## config.mk

```make
export PLATFORM = sky130hd
export DESIGN_NAME = cache_budget_limit_controller_unit
export DESIGN_NICKNAME = d
export VERILOG_FILES = /design/src/hdl/cblc_pkg.sv /design/src/hdl/cblc_cfg_regs.sv /design/src/hdl/cblc_budget_core.sv /design/src/hdl/cache_budget_limit_controller_unit.sv
export SDC_FILE = /design/constraint.sdc
export NUM_CORES = 2
export LEC_CHECK = 0
export BUFFER_PORTS_ARGS = -buffer_cell sky130_fd_sc_hd__buf_2
export CAP_MARGIN = 25
export CORE_MARGIN = 2
export CORE_UTILIZATION = 38
export DETAILED_ROUTE_END_ITERATION = 10
export PLACE_DENSITY = 0.54
export SYNTH_ARGS = -nofsm -noshare
export SYNTH_HDL_FRONTEND = slang
export SYNTH_HIERARCHICAL = 1
export SYNTH_SLANG_ARGS = --single-unit
```

## constraint.sdc

```tcl
create_clock -name clk -period 35.5 [get_ports clk]
set_clock_uncertainty 0.2 [all_clocks]
set_input_delay 10.65 -clock clk [delete_from_list [all_inputs] [get_ports clk]]
set_output_delay 10.65 -clock clk [all_outputs]
set_load 0.05 [all_outputs]
```

## src/hdl/cblc_pkg.sv

```systemverilog
package cblc_pkg;

  // Every size in the budget is this wide, and sat_add saturates a sum at its top.
  localparam int unsigned SIZE_BITS = 48;
  localparam int unsigned FIELD_BITS = 48;
  localparam int unsigned RECORD_OVERHEAD = 256;
  localparam int unsigned MIN_LIMIT = 16384;
  localparam int unsigned GROW_SHIFT = 2;
  localparam int unsigned CFG_IDX_W = 2;

  typedef logic [SIZE_BITS-1:0] size_t;

  localparam size_t OVERHEAD_S = size_t'(RECORD_OVERHEAD);
  localparam size_t MIN_LIMIT_S = size_t'(MIN_LIMIT);

  localparam size_t RST_FIXED_SIZE = '0;
  localparam size_t RST_MAX_SIZE = '1;
  localparam size_t RST_INITIAL_LIMIT = size_t'(16384);
  localparam size_t RST_INITIAL_TABLE = '0;
  localparam size_t RST_DESERVED =
    RST_INITIAL_LIMIT + RST_FIXED_SIZE + RST_INITIAL_TABLE + OVERHEAD_S;

  typedef enum logic [CFG_IDX_W-1:0] {
    CFG_FIXED_SIZE    = 2'd0,
    CFG_MAX_SIZE      = 2'd1,
    CFG_INITIAL_LIMIT = 2'd2,
    CFG_INITIAL_TABLE = 2'd3
  } cfg_reg_t;

  typedef enum logic [2:0] {
    FN_ADJ_USAGE    = 3'd0,
    FN_ADJ_LIMITS   = 3'd1,
    FN_ADJ_DESERVED = 3'd2,
    FN_NEW_LIMIT    = 3'd3,
    FN_MIGRATE_CHK  = 3'd4,
    FN_CHANGE_TABLE = 3'd5
  } func_t;

  typedef struct packed {
    size_t fixed_size;
    size_t max_size;
    size_t initial_limit;
    size_t initial_table;
  } cfg_t;

  typedef struct packed {
    logic [2:0]                   func;
    logic signed [FIELD_BITS-1:0] usage_change;
    logic [FIELD_BITS-1:0]        soft_request;
    logic [FIELD_BITS-1:0]        hard_request;
    logic [FIELD_BITS-1:0]        deserved_request;
    logic [FIELD_BITS-1:0]        table_request;
  } in_req_t;

  typedef struct packed {
    logic                  accepted;
    logic [FIELD_BITS-1:0] value;
  } out_rsp_t;

  function automatic size_t sat_add(size_t a, size_t b);
    logic [SIZE_BITS:0] s;
    s = {1'b0, a} + {1'b0, b};
    return s[SIZE_BITS] ? '1 : s[SIZE_BITS-1:0];
  endfunction

  function automatic size_t min_size(size_t a, size_t b);
    return (a < b) ? a : b;
  endfunction

endpackage

```

## src/hdl/cblc_cfg_regs.sv

```systemverilog
module cblc_cfg_regs (
  input  logic                           clk,
  input  logic                           rst_n,
  input  logic                           busy,
  input  logic                           cfg_valid,
  output logic                           cfg_ready,
  input  logic [cblc_pkg::CFG_IDX_W-1:0] cfg_index,
  input  logic [cblc_pkg::SIZE_BITS-1:0] cfg_data,
  output cblc_pkg::cfg_t                 cfg,
  output logic                           reload
);

  cblc_pkg::cfg_t cfg_r, cfg_nxt;
  logic           reload_r, reload_nxt;
  logic           wr;

  assign cfg_ready = !busy;
  assign wr        = cfg_valid && cfg_ready;

  always_comb begin
    cfg_nxt    = cfg_r;
    reload_nxt = wr;
    if (wr) begin
      unique case (cblc_pkg::cfg_reg_t'(cfg_index))
        cblc_pkg::CFG_FIXED_SIZE:    cfg_nxt.fixed_size    = cfg_data;
        cblc_pkg::CFG_MAX_SIZE:      cfg_nxt.max_size      = cfg_data;
        cblc_pkg::CFG_INITIAL_LIMIT: cfg_nxt.initial_limit = cfg_data;
        cblc_pkg::CFG_INITIAL_TABLE: cfg_nxt.initial_table = cfg_data;
        default:                     cfg_nxt = cfg_r;
      endcase
    end
  end

  // The reload strobe is registered from a write, so the start state reloads from the stored values.
  always_ff @(posedge clk) begin
    if (!rst_n) begin
      cfg_r.fixed_size    <= cblc_pkg::RST_FIXED_SIZE;
      cfg_r.max_size      <= cblc_pkg::RST_MAX_SIZE;
      cfg_r.initial_limit <= cblc_pkg::RST_INITIAL_LIMIT;
      cfg_r.initial_table <= cblc_pkg::RST_INITIAL_TABLE;
      reload_r            <= 1'b0;
    end else begin
      cfg_r    <= cfg_nxt;
      reload_r <= reload_nxt;
    end
  end

  assign cfg    = cfg_r;
  assign reload = reload_r;

endmodule

```

## src/hdl/cblc_budget_core.sv

```systemverilog
module cblc_budget_core (
  input  logic               clk,
  input  logic               rst_n,
  input  logic               fire,
  input  cblc_pkg::in_req_t  req,
  input  cblc_pkg::cfg_t     cfg,
  input  logic               reload,
  output cblc_pkg::out_rsp_t rsp
);

  cblc_pkg::size_t usage_r, usage_nxt;
  cblc_pkg::size_t soft_r, soft_nxt;
  cblc_pkg::size_t hard_r, hard_nxt;
  cblc_pkg::size_t table_r, table_nxt;
  cblc_pkg::size_t deserved_r, deserved_nxt;

  cblc_pkg::size_t base, cap, chg_u, mag, desired, grow, suggest, need, des_clamp;
  cblc_pkg::size_t soft_q, hard_q, mn;
  logic            neg, under, adj_ok, lim_ok, fit_ok;

  always_comb begin
    mn     = cblc_pkg::MIN_LIMIT_S;
    base   = cblc_pkg::sat_add(cblc_pkg::sat_add(table_r, cfg.fixed_size),
                               cblc_pkg::OVERHEAD_S);
    cap    = cblc_pkg::min_size(deserved_r, cfg.max_size);

    // Usage change: a decrease below zero is refused.
    chg_u   = req.usage_change;
    neg     = chg_u[cblc_pkg::SIZE_BITS-1];
    mag     = (~chg_u) + cblc_pkg::size_t'(1);
    under   = neg && (mag > usage_r);
    if (neg) begin
      desired = under ? usage_r : (usage_r - mag);
    end else begin
      desired = cblc_pkg::sat_add(usage_r, chg_u);
    end
    adj_ok = !under && !(desired > hard_r) && !((usage_r <= soft_r) && (desired > soft_r));

    // Limit change: approved when any of the shrink or grow rules holds.
    soft_q = req.soft_request;
    hard_q = req.hard_request;
    lim_ok = ((soft_q == mn) && (hard_q == hard_r)) ||
             ((soft_q == mn) && (hard_q == mn) && (usage_r <= hard_q)) ||
             ((hard_q == hard_r) && (soft_q < hard_q) &&
              (cblc_pkg::sat_add(soft_q, base) <= cap)) ||
             ((soft_q == soft_r) && (soft_q == hard_q) && (usage_r <= hard_q)) ||
             ((soft_q == hard_q) && (usage_r <= hard_q) &&
              (cblc_pkg::sat_add(hard_q, base) <= cap));

    des_clamp = cblc_pkg::min_size(req.deserved_request, cfg.max_size);

    if (|hard_r[cblc_pkg::SIZE_BITS-1 -: cblc_pkg::GROW_SHIFT]) begin
      grow = '1;
    end else begin
      grow = hard_r << cblc_pkg::GROW_SHIFT;
    end
    if (cblc_pkg::sat_add(mn, base) >= deserved_r) begin
      suggest = mn;
    end else begin
      suggest = cblc_pkg::min_size(deserved_r - base, grow);
    end

    need   = cblc_pkg::sat_add(cblc_pkg::sat_add(cblc_pkg::sat_add(hard_r, cfg.fixed_size),
                               req.table_request), cblc_pkg::OVERHEAD_S);
    fit_ok = (need <= cap);
  end

  always_comb begin
    usage_nxt    = usage_r;
    soft_nxt     = soft_r;
    hard_nxt     = hard_r;
    table_nxt    = table_r;
    deserved_nxt = deserved_r;
    rsp.accepted = 1'b0;
    rsp.value    = usage_r;
    unique case (req.func)
      cblc_pkg::FN_ADJ_USAGE: begin
        rsp.accepted = adj_ok;
        if (adj_ok) begin
          usage_nxt = desired;
          rsp.value = desired;
        end
      end
      cblc_pkg::FN_ADJ_LIMITS: begin
        rsp.accepted = lim_ok;
        if (lim_ok) begin
          soft_nxt = soft_q;
          hard_nxt = hard_q;
        end
      end
      cblc_pkg::FN_ADJ_DESERVED: begin
        rsp.accepted = 1'b1;
        rsp.value    = des_clamp;
        deserved_nxt = des_clamp;
      end
      cblc_pkg::FN_NEW_LIMIT: begin
        rsp.accepted = 1'b1;
        rsp.value    = suggest;
      end
      cblc_pkg::FN_MIGRATE_CHK: begin
        rsp.accepted = fit_ok;
      end
      cblc_pkg::FN_CHANGE_TABLE: begin
        rsp.accepted = 1'b1;
        table_nxt    = req.table_request;
      end
      default: begin
        rsp.accepted = 1'b0;
      end
    endcase
  end

  always_ff @(posedge clk) begin
    if (!rst_n) begin
      usage_r    <= '0;
      soft_r     <= cblc_pkg::RST_INITIAL_LIMIT;
      hard_r     <= cblc_pkg::RST_INITIAL_LIMIT;
      table_r    <= cblc_pkg::RST_INITIAL_TABLE;
      deserved_r <= cblc_pkg::RST_DESERVED;
    end else if (reload) begin
      usage_r    <= '0;
      soft_r     <= cfg.initial_limit;
      hard_r     <= cfg.initial_limit;
      table_r    <= cfg.initial_table;
      deserved_r <= cblc_pkg::sat_add(cblc_pkg::sat_add(cblc_pkg::sat_add(
                      cfg.initial_limit, cfg.fixed_size), cfg.initial_table),
                      cblc_pkg::OVERHEAD_S);
    end else if (fire) begin
      usage_r    <= usage_nxt;
      soft_r     <= soft_nxt;
      hard_r     <= hard_nxt;
      table_r    <= table_nxt;
      deserved_r <= deserved_nxt;
    end
  end

endmodule

```

## src/hdl/cache_budget_limit_controller_unit.sv

```systemverilog
// An accepted request is held in stage one, its result in the output register.
// Throughput: one request per cycle unless the output stalls or a reload is under way;
// the budget state is read and updated by one pass of adders and comparators between
// the request register and the result register. A configuration write stalls the
// input for one cycle while the start state reloads. Reset (rst_n low, synchronous)
// empties both stages and loads the default registers and the derived start state.
module cache_budget_limit_controller_unit (
  input  logic                           clk,
  input  logic                           rst_n,
  input  logic                           in_valid,
  output logic                           in_stall,
  input  cblc_pkg::in_req_t              in_data,
  output logic                           out_valid,
  input  logic                           out_stall,
  output cblc_pkg::out_rsp_t             out_data,
  input  logic                           cfg_valid,
  output logic                           cfg_ready,
  input  logic [cblc_pkg::CFG_IDX_W-1:0] cfg_index,
  input  logic [cblc_pkg::SIZE_BITS-1:0] cfg_data
);

  // Stage one holds the accepted request; the output register holds its result.
  logic               s1_valid_r, s1_valid_nxt;
  cblc_pkg::in_req_t  s1_data_r;
  logic               out_valid_r, out_valid_nxt;
  cblc_pkg::out_rsp_t out_data_r;

  logic               out_ready;
  logic               s1_fire;
  logic               in_fire;
  logic               reload;
  cblc_pkg::cfg_t     cfg;
  cblc_pkg::out_rsp_t rsp;

  // The output register can take a new result when it is empty or being drained.
  // Because the request in stage one moves on in that same cycle, a new request can
  // enter behind it, so the two stages together sustain one request per cycle while
  // the consumer does not stall.
  assign out_ready = !out_valid_r || !out_stall;
  assign s1_fire   = s1_valid_r && out_ready;

  // The input is held off while stage one cannot drain, and for the one cycle in
  // which a configuration write reloads the budget state.
  assign in_stall  = (s1_valid_r && !out_ready) || reload;
  assign in_fire   = in_valid && !in_stall;

  always_comb begin
    s1_valid_nxt = s1_valid_r;
    if (in_fire) begin
      s1_valid_nxt = 1'b1;
    end else if (s1_fire) begin
      s1_valid_nxt = 1'b0;
    end

    out_valid_nxt = out_valid_r;
    if (s1_fire) begin
      out_valid_nxt = 1'b1;
    end else if (out_ready) begin
      out_valid_nxt = 1'b0;
    end
  end

  always_ff @(posedge clk) begin
    if (!rst_n) begin
      s1_valid_r  <= 1'b0;
      out_valid_r <= 1'b0;
    end else begin
      s1_valid_r  <= s1_valid_nxt;
      out_valid_r <= out_valid_nxt;
    end
  end

  // Payload registers carry no reset; their valid flags qualify them.
  always_ff @(posedge clk) begin
    if (in_fire) begin
      s1_data_r <= in_data;
    end
    if (s1_fire) begin
      out_data_r <= rsp;
    end
  end

  // Configuration registers; writes are taken only while no request is in stage one
  // and none is being offered, so a reload never races a request.
  cblc_cfg_regs u_cfg (
    .clk       (clk),
    .rst_n     (rst_n),
    .busy      (s1_valid_r || in_valid),
    .cfg_valid (cfg_valid),
    .cfg_ready (cfg_ready),
    .cfg_index (cfg_index),
    .cfg_data  (cfg_data),
    .cfg       (cfg),
    .reload    (reload)
  );

  // Budget state and the single-pass evaluation of the request in stage one. The
  // state commits in the same edge that moves the result out, so the next request
  // always sees the effect of the one before it.
  cblc_budget_core u_core (
    .clk    (clk),
    .rst_n  (rst_n),
    .fire   (s1_fire),
    .req    (s1_data_r),
    .cfg    (cfg),
    .reload (reload),
    .rsp    (rsp)
  );

  assign out_valid = out_valid_r;
  assign out_data  = out_data_r;

endmodule

```

==> reports/qor.txt <==
Status -> complete, no violations
Sum Neg Setup Slack -> 0 ns
Die area -> 0.2039 mm^2
CTS hold repair buffers -> 0
# rows -> 164
Final non-filler cell total -> 12,320
IO Port Bufs -> 349
Fin crit period -> 22.34 ns
Placed insts -> 12,130
DRC Markers -> 0
M1 WL -> 144,000 um
Clk Latency, worst-skew pair -> 0.78 ns
Ys Warns -> 6
Initial DRC Count -> 7,958
Final Util -> 42.34%
Worst EP arrival -> 11.49 ns
Core Area -> 0.1995 mm^2
Nets -> 10,940
Die Y-Extent -> 451.6 um
RePlAce Congestion -> 1.138
HPWL Detailed -> 277,700 um
PostCTS Resize Cnt -> 0
Die width -> 451.6 um
Peak Freq -> 44.77 MHz
Nature of the critical path endpoint -> output port
Highest routed layer -> met4
Initial antenna violation count -> 16
Slew Limit Fails -> 0
Vias -> 74,870
Hold Path Class -> flop to flop
Period utilization -> 62.92%
Worst-path clk slew -> 0.05 ns
Post-synth EDFFs -> 292
CTS Buf Count -> 97
Detailed Routing Iterations Pass 1 -> 8
# IOs -> 350
Starting density of the core -> 38.17%
Avg WL per Cell -> 27.33 um
Via density -> 6.079
CTS tree -> yes
Seq/Total Area, Yosys -> 22.96%
Mapped Area -> 0.07613 mm^2
Mean post-synth cell area -> 8.158 um^2
Critical path class -> input port to output port
RSZ-0062 raised after global routing -> false
Setup bufs post-CTS -> 0
Clock Sink Count -> 727
Worst setup SP type -> input port
Final setup vio count -> 0
Total wire length -> 336,600 um
Yosys reg bits -> 727
Peak supply drop -> 39.83 uV
Pwr/cell area -> 36.80 mW/mm^2
Top FF cell, synth -> dfxtp_1
GRT Util Overall -> 31.60%
# fillers -> 20,360
Pleak -> 38.82 nW
Final hold vios -> 0
Vias in the first global route -> 70,860
Synthesis-to-layout area growth -> 10.91%
Syn Inst Count -> 9,332
Synth Net Count -> 10,700
CTS Buffer Depth -> 3
CTS Root Cell -> clkbuf_16
Global-route wire length before repair -> 476,200 um
CTS H-tree lvls -> 3
Worst rel slew slack -> 5.367%
Commonest non-fill, non-tap cell in the layout -> ha_1
Most frequent cells in the layout -> 1,057 x ha_1, 1,034 x nand2_1, 782 x a21oi_1
Max-Cap Viols -> 0
Critical Path RT -> 24.65 ns
Number of distinct library cells after synthesis -> 117
Maximum number of pins on one net before global-route repair -> 169
Worst Tran Pin Value -> 1.405 ns
Layout cells sized above 1 -> 8.544%
Met2 WL post-DR -> 146,900 um
Crit-path max FO -> 5
Total gr overflow -> 0
Antenna-violating nets left -> 0
Met3 routed wirelength -> 25,770 um
Ys async rst share -> 0%
metrics by stage:
stage	cell area, um^2	setup slack, ns	power (mW)	hold slack, ns
6_report	84440	13.16	3.107	0.2855
5_1_grt	84430	13.14	3.254	0.2984
4_1_cts	84410	13.17	3.101	0.2884
3_5_place_dp	81040	13.18	2.040	0.2793
3_3_place_gp	80990	13.16	2.019	0.2692
2_1_floorplan	76130	13.42	1.676	0.2522
worst paths after layout:
check,cells past startpoint,start,slack (ns),to
worst max register to register,54,u_cfg/cfg[166],18.55,u_core/soft_r[2]
worst min-delay path,2,u_cfg/cfg[75],0.29,u_cfg/cfg[75]
worst max-delay path,4,in_valid,13.16,cfg_ready
worst min register to register,2,u_cfg/cfg[75],0.29,u_cfg/cfg[75]
cells in the mapped netlist (79+ instances only):
master / n / area [um^2]
a21oi_1: 784 / 3924
nor2b_1: 247 / 1545
mux2i_1: 408 / 4084
nand2_1: 1034 / 3881
xnor2_1: 338 / 2960
inv_1: 432 / 1622
xor2_1: 257 / 2251
nor4_1: 79 / 494.2
o21ai_0: 550 / 2753
nand2b_1: 137 / 857.1
nor3_1: 206 / 1031
edfxtp_1: 292 / 8768
a211oi_1: 83 / 623.1
nor2_1: 507 / 1903
ha_1: 1057 / 13230
nand4_1: 205 / 1282
dfxtp_1: 435 / 8708
a21o_1: 440 / 3303
nand3_1: 182 / 910.9
o21a_1: 143 / 1074
clkbuf_1: 271 / 1017
logic make-up after synthesis:
group	Yosys count	share of synthesized area (%)
flops	727	22.96
fa+ha+maj	1067	17.63
simple gates	2955	19.08
xor+xnor	595	6.845
buf+inv	798	4.095
compound gates	2774	23.91
mux	416	5.483
final cells by class:
cell class / count / area, um^2 / area share [%]
diodes: 5 / 12.51 / 0.01482
clock buffers: 115 / 2577 / 3.052
repair buffers: 503 / 2929 / 3.469
well taps: 2656 / 3323 / 3.936
flip-flops and latches: 727 / 17480 / 20.70
multi-input cells: 7807 / 55680 / 65.95
inverters: 436 / 1639 / 1.941
clock inverters: 68 / 792.0 / 0.9380
worst max-delay path: stages:
cell and delay (ns):
buf_2 0.12, or2_1 0.34, inv_1 0.11, buf_2 0.26
state kept, by name, summed over array words and instances (netlist names), 48 cells and up:
name and count:
s1_data_r 243, u_cfg/cfg 192, out_data 49, u_core/deserved_r 48, u_core/hard_r 48, u_core/soft_r 48
u_core/table_r 48, u_core/usage_r 48
power by group:
group	switching, mW	total (mW)	internal, mW
Combinational	0.681	1.08	0.401
Clock	0.440	1.05	0.608
Sequential	0.0659	0.978	0.912
metal layers:
layer / vias to the layer above / track usage, %
met2: 3172 / 49.62
met3: 553 / 3.642
met1: 36130 / 42.51
met4: 0 / 16.43
met5: - / 0
li1: 35020 / -
No activity file was read; power rests on OpenSTA's default activity.
